### src/rtl/tle_pkg.sv
package tle_pkg;

	localparam int LINE_WIDTH_DEF  = 40;
	localparam int QUEUE_DEPTH_DEF = 2;

	// result kinds
	localparam logic [2:0] KIND_ECHO    = 3'd0;
	localparam logic [2:0] KIND_ERASE   = 3'd1;
	localparam logic [2:0] KIND_NEWLINE = 3'd2;
	localparam logic [2:0] KIND_BELL    = 3'd3;
	localparam logic [2:0] KIND_EOF     = 3'd4;

	localparam int KIND_W  = 3;
	localparam int CHAR_W  = 8;
	localparam int COUNT_W = 6;
	localparam int STORE_W = 7;

	// register indexes
	localparam logic [1:0] REG_ERASE  = 2'd0;
	localparam logic [1:0] REG_KILL   = 2'd1;
	localparam logic [1:0] REG_WERASE = 2'd2;
	localparam logic [1:0] REG_EOF    = 2'd3;

	localparam logic [7:0] ERASE_RST  = 8'd127;
	localparam logic [7:0] KILL_RST   = 8'd21;
	localparam logic [7:0] WERASE_RST = 8'd23;
	localparam logic [7:0] EOF_RST    = 8'd4;

	localparam logic [7:0] SPACE_CHAR = 8'h20;
	localparam logic [7:0] LF_CHAR    = 8'h0A;
	localparam logic [7:0] PRINT_LO   = 8'h20;
	localparam logic [7:0] PRINT_HI   = 8'h7E;

	typedef struct packed {
		logic printable;
		logic erase;
		logic kill;
		logic werase;
		logic eof;
		logic lf;
	} tle_class_t;

	typedef struct packed {
		logic [7:0] data;
		tle_class_t cls;
	} tle_item_t;

	typedef enum logic [2:0] {
		ST_IDLE,
		ST_SCAN,
		ST_EMIT_ERASE,
		ST_EMIT_NL,
		ST_COPY,
		ST_ECHO_B
	} tle_state_t;

endpackage

### src/rtl/tle_front.sv
module tle_front
	import tle_pkg::*;
(
	input  logic        clk,
	input  logic        arst_n,
	input  logic        psel,
	input  logic        penable,
	input  logic        pwrite,
	input  logic [3:0]  paddr,
	input  logic [31:0] pwdata,
	output logic [31:0] prdata,
	input  logic [7:0]  in_byte,
	output tle_item_t   item
);

	logic [7:0] erase_q, kill_q, werase_q, eof_q;
	logic [1:0] reg_idx;
	logic       wr_en;

	assign reg_idx = paddr[3:2];
	assign wr_en   = psel & penable & pwrite;

	always_ff @(posedge clk or negedge arst_n) begin
		if (!arst_n) begin
			erase_q  <= ERASE_RST;
			kill_q   <= KILL_RST;
			werase_q <= WERASE_RST;
			eof_q    <= EOF_RST;
		end else if (wr_en) begin
			case (reg_idx)
				REG_ERASE:  erase_q  <= pwdata[7:0];
				REG_KILL:   kill_q   <= pwdata[7:0];
				REG_WERASE: werase_q <= pwdata[7:0];
				REG_EOF:    eof_q    <= pwdata[7:0];
				default:    ;
			endcase
		end
	end

	always_comb begin
		case (reg_idx)
			REG_ERASE:  prdata = {24'd0, erase_q};
			REG_KILL:   prdata = {24'd0, kill_q};
			REG_WERASE: prdata = {24'd0, werase_q};
			REG_EOF:    prdata = {24'd0, eof_q};
			default:    prdata = 32'd0;
		endcase
	end

	// raw match flags; priority against line length is resolved in the back end
	always_comb begin
		item.data          = in_byte;
		item.cls.printable = (in_byte >= PRINT_LO) && (in_byte <= PRINT_HI);
		item.cls.erase     = (in_byte == erase_q);
		item.cls.kill      = (in_byte == kill_q);
		item.cls.werase    = (in_byte == werase_q);
		item.cls.eof       = (in_byte == eof_q);
		item.cls.lf        = (in_byte == LF_CHAR);
	end

endmodule

### src/rtl/tle_queue.sv
module tle_queue
	import tle_pkg::*;
#(
	parameter int DEPTH = QUEUE_DEPTH_DEF
)(
	input  logic      clk,
	input  logic      arst_n,
	input  logic      push,
	input  tle_item_t push_item,
	output logic      full,
	output logic      pop_valid,
	output tle_item_t pop_item,
	input  logic      pop
);

	localparam int PTR_W = $clog2(DEPTH);
	localparam int CNT_W = $clog2(DEPTH + 1);

	tle_item_t        mem_q [DEPTH];
	logic [PTR_W-1:0] wr_ptr_q, rd_ptr_q;
	logic [CNT_W-1:0] count_q;
	logic             do_push, do_pop;

	assign full      = (count_q == CNT_W'(DEPTH));
	assign pop_valid = (count_q != '0);
	assign pop_item  = mem_q[rd_ptr_q];
	assign do_push   = push && !full;
	assign do_pop    = pop && pop_valid;

	always_ff @(posedge clk) begin
		if (do_push) begin
			mem_q[wr_ptr_q] <= push_item;
		end
	end

	always_ff @(posedge clk or negedge arst_n) begin
		if (!arst_n) begin
			wr_ptr_q <= '0;
			rd_ptr_q <= '0;
			count_q  <= '0;
		end else begin
			if (do_push) begin
				wr_ptr_q <= (wr_ptr_q == PTR_W'(DEPTH - 1)) ? '0 : wr_ptr_q + 1'b1;
			end
			if (do_pop) begin
				rd_ptr_q <= (rd_ptr_q == PTR_W'(DEPTH - 1)) ? '0 : rd_ptr_q + 1'b1;
			end
			if (do_push && !do_pop) begin
				count_q <= count_q + 1'b1;
			end else if (do_pop && !do_push) begin
				count_q <= count_q - 1'b1;
			end
		end
	end

endmodule

### src/rtl/tle_back.sv
module tle_back
	import tle_pkg::*;
#(
	parameter int LINE_WIDTH = LINE_WIDTH_DEF
)(
	input  logic        clk,
	input  logic        arst_n,
	input  logic        q_valid,
	input  tle_item_t   q_item,
	output logic        q_pop,
	output logic        m_tvalid,
	input  logic        m_tready,
	output logic [15:0] m_tdata,
	output logic [2:0]  m_tuser,
	output logic        m_tlast
);

	localparam int LEN_W = $clog2(LINE_WIDTH + 1);
	localparam int IDX_W = $clog2(LINE_WIDTH);

	tle_state_t         state_q, state_d;
	logic [LEN_W-1:0]   len_q, len_d;
	logic               stopped_q, stopped_d;
	logic [LEN_W-1:0]   iss_q, iss_d, tag_q, tag_d, p_q, p_d, k_q, k_d, k_nx;
	logic               chkv_q, chkv_d, want_q, want_d, phase2_q, phase2_d;
	logic               wrap_q, wrap_d;
	logic [7:0]         b_q, b_d;

	logic [STORE_W-1:0] mem [LINE_WIDTH];
	logic [STORE_W-1:0] rdata_q, wr_data;
	logic [IDX_W-1:0]   wr_addr, rd_addr;
	logic               wr_en, rd_en;

	logic               out_valid_q, out_last_q;
	logic [KIND_W-1:0]  out_kind_q;
	logic [CHAR_W-1:0]  out_char_q;
	logic [COUNT_W-1:0] out_cnt_q;

	logic               can_emit, emit, e_last;
	logic [KIND_W-1:0]  e_kind;
	logic [CHAR_W-1:0]  e_char;
	logic [COUNT_W-1:0] e_cnt;

	logic               hit, done;
	logic [LEN_W-1:0]   res;

	assign can_emit = !out_valid_q || m_tready;
	assign k_nx     = k_q + 1'b1;

	// scanner: one read issued per cycle, checked in the next cycle
	always_comb begin
		hit  = chkv_q && ((rdata_q == SPACE_CHAR[STORE_W-1:0]) == want_q);
		done = 1'b0;
		res  = '0;
		if (hit) begin
			done = 1'b1;
			res  = tag_q;
		end else if (chkv_q ? (tag_q == LEN_W'(1)) : (iss_q == '0)) begin
			done = 1'b1;
		end
	end

	always_comb begin
		state_d   = state_q;
		len_d     = len_q;
		stopped_d = stopped_q;
		iss_d     = iss_q;
		tag_d     = tag_q;
		chkv_d    = chkv_q;
		want_d    = want_q;
		phase2_d  = phase2_q;
		wrap_d    = wrap_q;
		p_d       = p_q;
		k_d       = k_q;
		b_d       = b_q;
		q_pop     = 1'b0;
		emit      = 1'b0;
		e_kind    = KIND_ECHO;
		e_char    = '0;
		e_cnt     = '0;
		e_last    = 1'b0;
		wr_en     = 1'b0;
		wr_addr   = len_q[IDX_W-1:0];
		wr_data   = '0;
		rd_en     = 1'b0;
		rd_addr   = '0;

		case (state_q)
			ST_IDLE: begin
				if (q_valid && (stopped_q || can_emit)) begin
					q_pop = 1'b1;
					if (stopped_q) begin
						// input has ended: drop the word
					end else if (q_item.cls.printable) begin
						b_d = q_item.data;
						if (len_q < LEN_W'(LINE_WIDTH)) begin
							emit    = 1'b1;
							e_char  = q_item.data;
							e_last  = 1'b1;
							wr_en   = 1'b1;
							wr_data = q_item.data[STORE_W-1:0];
							len_d   = len_q + 1'b1;
						end else if (q_item.data == SPACE_CHAR) begin
							wrap_d  = 1'b0;
							state_d = ST_EMIT_NL;
						end else begin
							wrap_d   = 1'b1;
							iss_d    = len_q;
							chkv_d   = 1'b0;
							want_d   = 1'b1;
							phase2_d = 1'b0;
							state_d  = ST_SCAN;
						end
					end else if (q_item.cls.erase && len_q != '0) begin
						emit   = 1'b1;
						e_kind = KIND_ERASE;
						e_cnt  = COUNT_W'(1);
						e_last = 1'b1;
						len_d  = len_q - 1'b1;
					end else if (q_item.cls.kill) begin
						emit   = 1'b1;
						e_kind = KIND_ERASE;
						e_cnt  = COUNT_W'(len_q);
						e_last = 1'b1;
						len_d  = '0;
					end else if (q_item.cls.werase) begin
						wrap_d   = 1'b0;
						iss_d    = len_q;
						chkv_d   = 1'b0;
						want_d   = 1'b1;
						phase2_d = 1'b0;
						state_d  = ST_SCAN;
					end else if (q_item.cls.eof && len_q == '0) begin
						emit      = 1'b1;
						e_kind    = KIND_EOF;
						e_last    = 1'b1;
						stopped_d = 1'b1;
					end else if (q_item.cls.lf) begin
						emit   = 1'b1;
						e_kind = KIND_NEWLINE;
						e_last = 1'b1;
						len_d  = '0;
					end else begin
						emit   = 1'b1;
						e_kind = KIND_BELL;
						e_last = 1'b1;
					end
				end
			end

			ST_SCAN: begin
				if (iss_q != '0) begin
					rd_en   = 1'b1;
					rd_addr = IDX_W'(iss_q - 1'b1);
					tag_d   = iss_q;
					chkv_d  = 1'b1;
					iss_d   = iss_q - 1'b1;
				end
				if (done) begin
					p_d = res;
					if (!wrap_q && !phase2_q) begin
						// word erase: now skip the spaces before the word
						iss_d    = res;
						chkv_d   = 1'b0;
						want_d   = 1'b0;
						phase2_d = 1'b1;
					end else if (wrap_q && res == '0) begin
						state_d = ST_EMIT_NL;
					end else begin
						state_d = ST_EMIT_ERASE;
					end
				end
			end

			ST_EMIT_ERASE: begin
				if (can_emit) begin
					emit   = 1'b1;
					e_kind = KIND_ERASE;
					e_cnt  = COUNT_W'(len_q - p_q);
					if (wrap_q) begin
						state_d = ST_EMIT_NL;
					end else begin
						e_last  = 1'b1;
						len_d   = p_q;
						state_d = ST_IDLE;
					end
				end
			end

			ST_EMIT_NL: begin
				if (can_emit) begin
					emit   = 1'b1;
					e_kind = KIND_NEWLINE;
					len_d  = '0;
					// space in the last column leaves no word to re-echo
					if (wrap_q && p_q != '0 && p_q != LEN_W'(LINE_WIDTH)) begin
						rd_en   = 1'b1;
						rd_addr = p_q[IDX_W-1:0];
						k_d     = p_q;
						state_d = ST_COPY;
					end else begin
						state_d = ST_ECHO_B;
					end
				end
			end

			ST_COPY: begin
				if (can_emit) begin
					emit    = 1'b1;
					e_char  = CHAR_W'(rdata_q);
					wr_en   = 1'b1;
					wr_data = rdata_q;
					len_d   = len_q + 1'b1;
					if (k_q == LEN_W'(LINE_WIDTH - 1)) begin
						state_d = ST_ECHO_B;
					end else begin
						rd_en   = 1'b1;
						rd_addr = k_nx[IDX_W-1:0];
						k_d     = k_nx;
					end
				end
			end

			ST_ECHO_B: begin
				if (can_emit) begin
					emit    = 1'b1;
					e_char  = b_q;
					e_last  = 1'b1;
					wr_en   = 1'b1;
					wr_data = b_q[STORE_W-1:0];
					len_d   = len_q + 1'b1;
					state_d = ST_IDLE;
				end
			end

			default: begin
				state_d = ST_IDLE;
			end
		endcase
	end

	always_ff @(posedge clk) begin
		if (wr_en) begin
			mem[wr_addr] <= wr_data;
		end
		if (rd_en) begin
			rdata_q <= mem[rd_addr];
		end
	end

	always_ff @(posedge clk or negedge arst_n) begin
		if (!arst_n) begin
			state_q     <= ST_IDLE;
			len_q       <= '0;
			stopped_q   <= 1'b0;
			iss_q       <= '0;
			tag_q       <= '0;
			chkv_q      <= 1'b0;
			want_q      <= 1'b0;
			phase2_q    <= 1'b0;
			wrap_q      <= 1'b0;
			p_q         <= '0;
			k_q         <= '0;
			out_valid_q <= 1'b0;
		end else begin
			state_q   <= state_d;
			len_q     <= len_d;
			stopped_q <= stopped_d;
			iss_q     <= iss_d;
			tag_q     <= tag_d;
			chkv_q    <= chkv_d;
			want_q    <= want_d;
			phase2_q  <= phase2_d;
			wrap_q    <= wrap_d;
			p_q       <= p_d;
			k_q       <= k_d;
			if (emit) begin
				out_valid_q <= 1'b1;
			end else if (m_tready) begin
				out_valid_q <= 1'b0;
			end
		end
	end

	always_ff @(posedge clk) begin
		b_q <= b_d;
		if (emit) begin
			out_kind_q <= e_kind;
			out_char_q <= e_char;
			out_cnt_q  <= e_cnt;
			out_last_q <= e_last;
		end
	end

	assign m_tvalid = out_valid_q;
	assign m_tuser  = out_kind_q;
	assign m_tdata  = {2'b00, out_cnt_q, out_char_q};
	assign m_tlast  = out_last_q;

	a_len_bound: assert property (@(posedge clk) disable iff (!arst_n)
		len_q <= LEN_W'(LINE_WIDTH))
		else $error("line length above line width");

	a_copy_behind: assert property (@(posedge clk) disable iff (!arst_n)
		(state_q == ST_COPY) |-> (len_q < k_q))
		else $error("re-echo write overtook read");

	a_erase_cnt: assert property (@(posedge clk) disable iff (!arst_n)
		(state_q == ST_EMIT_ERASE) |-> (p_q <= len_q))
		else $error("erase start beyond line end");

	a_stop_sticky: assert property (@(posedge clk) disable iff (!arst_n)
		stopped_q |=> stopped_q)
		else $error("end of input cleared");

	a_no_emit_stopped: assert property (@(posedge clk) disable iff (!arst_n)
		(stopped_q && state_q == ST_IDLE) |-> !emit)
		else $error("result after end of input");

endmodule

### src/rtl/terminal_line_editor_with_wrap_top.sv
// Terminal line editor with word wrap.
// Slave stream (s_*) takes one typed byte per word. Master stream (m_*) gives
// echo actions: tuser is the kind (echo, erase columns, newline, bell, end of
// input), tdata carries the echoed character and erase count, tlast marks the
// final action caused by one typed byte. An ignored byte gives no word.
// The APB port holds the erase, kill, word-erase and eof bytes; write them
// only while the block is idle. pready is tied high.
// Front end: register set and byte classifier feeding a two-entry queue.
// Back end: sequencer owning the line store (registered-read memory), line
// length and the output register.
// A plain byte's word passes the queue and the output register to reach m_*.
// Simple bytes stream through back to back while m_tready stays high. A word
// erase runs two backward scans, one store read per cycle, then the erase.
// A wrap runs a backward scan for the last space, erase, newline, one
// re-echo per cycle while m_tready stays high, then the byte.
// Receiver stall: the output register holds, the sequencer waits, the queue
// fills, then s_tready drops. Reset clears line length, the stopped flag and
// the queue and restores the control bytes (127, 21, 23, 4); the store is not
// cleared.
module terminal_line_editor_with_wrap_top
	import tle_pkg::*;
#(
	parameter int LINE_WIDTH  = LINE_WIDTH_DEF,
	parameter int QUEUE_DEPTH = QUEUE_DEPTH_DEF
)(
	input  logic        clk,
	input  logic        arst_n,
	// APB
	input  logic        psel,
	input  logic        penable,
	input  logic        pwrite,
	input  logic [3:0]  paddr,
	input  logic [31:0] pwdata,
	output logic [31:0] prdata,
	output logic        pready,
	// typed bytes
	input  logic        s_tvalid,
	output logic        s_tready,
	input  logic [7:0]  s_tdata,   // [7:0] in_byte
	// echo actions
	output logic        m_tvalid,
	input  logic        m_tready,
	output logic [15:0] m_tdata,   // [7:0] out_char, [13:8] erase_count, [15:14] zero
	output logic [2:0]  m_tuser,   // [2:0] kind
	output logic        m_tlast
);

	tle_item_t front_item, q_item;
	logic      q_full, q_valid, q_pop;

	assign pready   = 1'b1;
	assign s_tready = !q_full;

	tle_front u_front (
		.clk     (clk),
		.arst_n  (arst_n),
		.psel    (psel),
		.penable (penable),
		.pwrite  (pwrite),
		.paddr   (paddr),
		.pwdata  (pwdata),
		.prdata  (prdata),
		.in_byte (s_tdata),
		.item    (front_item)
	);

	// decouples classification from execution
	tle_queue #(
		.DEPTH (QUEUE_DEPTH)
	) u_queue (
		.clk       (clk),
		.arst_n    (arst_n),
		.push      (s_tvalid),
		.push_item (front_item),
		.full      (q_full),
		.pop_valid (q_valid),
		.pop_item  (q_item),
		.pop       (q_pop)
	);

	tle_back #(
		.LINE_WIDTH (LINE_WIDTH)
	) u_back (
		.clk      (clk),
		.arst_n   (arst_n),
		.q_valid  (q_valid),
		.q_item   (q_item),
		.q_pop    (q_pop),
		.m_tvalid (m_tvalid),
		.m_tready (m_tready),
		.m_tdata  (m_tdata),
		.m_tuser  (m_tuser),
		.m_tlast  (m_tlast)
	);

endmodule
### config.mk
export PLATFORM = sky130hd
export DESIGN_NAME = terminal_line_editor_with_wrap_top
export DESIGN_NICKNAME = d
export VERILOG_FILES = /design/src/rtl/tle_pkg.sv /design/src/rtl/tle_front.sv /design/src/rtl/tle_queue.sv /design/src/rtl/tle_back.sv /design/src/rtl/terminal_line_editor_with_wrap_top.sv
export SDC_FILE = /design/constraint.sdc
export NUM_CORES = 1
export LEC_CHECK = 0
export BUFFER_PORTS_ARGS = -buffer_cell sky130_fd_sc_hd__buf_2
export CORE_MARGIN = 3
export CORE_UTILIZATION = 60
export DETAILED_ROUTE_END_ITERATION = 10
export HOLD_SLACK_MARGIN = 0.12
export PLACE_DENSITY = 0.76
export SETUP_SLACK_MARGIN = 0.4
export SLEW_MARGIN = 20
export SYNTH_ARGS = -nofsm -noshare
export SYNTH_HDL_FRONTEND = slang
export SYNTH_SLANG_ARGS = --single-unit
### constraint.sdc
create_clock -name clk -period 4.6 [get_ports clk]
set_input_delay 0.46 -clock clk [delete_from_list [all_inputs] [get_ports clk]]
set_output_delay 0.46 -clock clk [all_outputs]
set_load 0.02 [all_outputs]
==> flow_summary.yaml <==
synthesis:
  synth_most_common_cell: "edfxtp_1"
  syn_area_sq_mm: 0.0189
  synth_seq_area_share: 0.642
  async_flop_share: 0.180
  ys_types: 89
  yosysTopAreaCell: "edfxtp_1"
  yosys.area_share.simple: 0.143
  ys_top_cells_by_area: "edfxtp_1 (54%), dfrtp_1 (7.9%), nand2_1 (5.9%)"
  yosysWarnings: 0
  synth_mux_area_frac: 0.0476
  netlist_instances: 1548
  synth-xor-area-share: 0.0241
  synth_top_area_frac: 0.542
  syn_area_per_cell_sq_um: 12.2
  synth_common_cells: "edfxtp_1 (341), nand2_1 (297), nor2_1 (97)"
  synthAdderAreaFrac: 0.00834
  ys_seq_elements: 416
  synth_compound_area_frac: 0.0940
  synth-edff-count: 341
  synth_top_family_by_area: "simple AND/OR/NAND/NOR gates"
  ys.flop_type: "edfxtp_1"
drt:
  drt-initial-drc-count: 1336
  dr.pass1.iters: 6
  routed_wl_um: 45600
  ant_nets: 0
  wire_per_inst_um: 22.5
  avgViaCountPerCell: 6.37
  drc: 0
  num_vias: 12902
timing:
  fmax_mhz: 250
  hold_viol_final: 0
  max_slew_margin: 0.254
  tns_ns: 0
  min_period_ns: 4.00
  rsz0062_at_grt: "no"
  drv_slew: 0
  fin_worst_skew_ns: 0.0458
  period_share: 0.869
  finalSetupViolations: 0
  whs_ns: 0.197
  worst_slew_pin_slew_ns: 1.12
placement:
  detailedPlacementHpwl_um: 28300
  dpl_cell_area_sq_mm: 0.0195
  gp_congestion: 0.907
  io_buffers: 52
power:
  power.leakage_nw: 7.73
  ir_worst_vdd_mv: 0.415
  powerDensity_mw_per_mm2: 730
floorplan:
  rows: 64
  ios: 106
  die_x_um: 183
  initial_core_util: 0.613
  core-area_sq_mm: 0.0308
  die_y_um: 183
  die_area_sq_mm: 0.0337
layout:
  final_cell_area_sq_mm: 0.0209
  syn_to_final_growth_pct: 10.8
  final_nets: 1659
  antenna_cells: 0
  drive_gt1_frac: 0.159
clock_tree:
  ctsResizeCount: 0
  clock_tree.root_cell: "clkbuf_16"
  numClockSinks: 416
  cts_buffer_depth: 3
  numCtsBuffers: 42
  h-tree-depth: 2
  postCtsSetupBuffers: 0
  cts_tree: "done"
  cts_hold_buffers: 1
  clk-insertion-delay-late_ns: 0.56
  clkTransAtPathRegs_ns: 0.06
worst_hold_path:
  hp-class: "in -> reg"
setup_path:
  crit_required_ns: 5.02
  startpoint_type: "flop"
  r2r_slack_ns: 0.60
  critPathCaptureType: "flop"
  criticalPathCategory: "reg -> reg"
  crit_path_max_fanout: 84
  crit_arrival_ns: 4.42
global_route:
  grt_overflow_total: 0
  grt_pass1_wl_um: 70000
  grt_pass1_vias: 12533
  antenna_found_initial: 0
  grt_max_degree: 85
  track_usage: 0.267
flow_run:
  drv_cap: 0
outcome:
  status: "complete, no violations"
## flip-flops by register name (all words and copies together) (netlist names), 2 cells and up
name,count
u_back.m_tuser,3
u_back.tag_q,6
u_queue.mem_q,28
u_back.out_cnt_q,6
u_queue.count_q,2
u_back.b_q,8
u_back.k_q,6
u_back.mem,280
u_front.eof_q,8
u_back.out_char_q,8
u_back.state_q,3
u_front.erase_q,8
u_back.p_q,6
u_back.iss_q,6
u_back.len_q,6
u_front.werase_q,8
u_back.rdata_q,7
u_front.kill_q,8
## path summary, 6_finish.rpt
check / start / endpoint / cells after the start
worst min register to register: u_queue.wr_ptr_q / u_queue.wr_ptr_q / 1
worst min-delay path: pwdata[2] / u_front.eof_q[2] / 2
worst max register to register: u_back.iss_q[0] / u_back.rdata_q[0] / 14
worst max-delay path: u_back.iss_q[0] / u_back.rdata_q[0] / 14
max in group asynchronous: arst_n / u_back.tag_q[2] / 2
min in group asynchronous: arst_n / u_front.werase_q[5] / 2
## worst max-delay path, cell delays in order, from the launching register on
cell and delay, ns:
dfrtp_1 0.39, inv_1 0.13, ha_1 0.21, or3b_4 0.42, or2_2 0.35, ha_1 0.21, and2_1 0.18, a221oi_4 0.25
buf_12 0.38, nand2_1 0.12, and3_1 0.21, a31oi_1 0.14, o22ai_1 0.14, nor4_1 0.57, a211o_1 0.16
## per-stage QoR
| stage | total power, W | instances | utilization | worst slack, ns |
|---|---|---|---|---|
| floorplan | 0.00978 | 1573 | - | 0.531 |
| global placement | 0.0114 | 1946 | 0.632 | 0.696 |
| detailed placement | 0.0116 | 1946 | 0.632 | 0.643 |
| CTS | 0.0151 | 2024 | 0.678 | 0.558 |
| global route | 0.0160 | 2025 | 0.679 | 0.458 |
| finish | 0.0153 | 2025 | 0.679 | 0.602 |
## routing by layer
layer,vias up,part of all wire,global-route usage
li1,5742,-,-
met3,110,0.096,0.0554
met1,6370,0.40,0.373
met5,-,0,0
met4,0,0.032,0.0893
met2,680,0.47,0.427
## report_power, final
group          internal [W]  switching, W  total [W]
registers           0.00507      0.000448    0.00551
clock network       0.00204       0.00144    0.00348
logic               0.00207       0.00421    0.00628
total               0.00918       0.00609     0.0153
## placed cells by master, fill, tap and decap left out, types with 6 or more instances in the layout
master     instances
edfxtp_1         341
nand2_1          297
nor2_1            96
nand3_1           88
dfrtp_1           60
a21oi_1           58
buf_2             51
xnor2_1           46
o21ai_0           45
clkbuf_16         42
mux2_2            39
buf_4             33
and3_1            32
mux2i_1           28
conb_1            27
inv_1             22
a31oi_1           22
nand4_1           16
nor3_1            15
dfstp_2           15
a311oi_1          14
a22oi_1           13
ha_1              11
clkinv_2          11
a21o_1            10
a211oi_1           9
o21ai_2            8
mux4_2             8
clkinv_1           8
o22ai_1            7
nor4_1             6
xor2_1             6
bufinv_16          6
## logic make-up (layout without fill, tap and decap cells)
family / after synthesis / in the layout
fa+ha+maj: 12 / 12
flops: 416 / 416
other cells: 2 / 27
simple gates: 595 / 595
compound gates: 261 / 261
buf+inv: 135 / 191
mux: 75 / 75
xor+xnor: 52 / 52
## final cells by class
cell class                      count  area, sq um
Timing Repair Buffer               91          641
Clock buffer                       46         1080
Fill cell                        2114         9900
Clock inverter                     31          337
Sequential cell                   416        12100
Inverter                           23         86.3
Multi-Input combinational cell   1022         6160
Tap cell                          396          495
No activity file was read; power rests on OpenSTA's default activity.
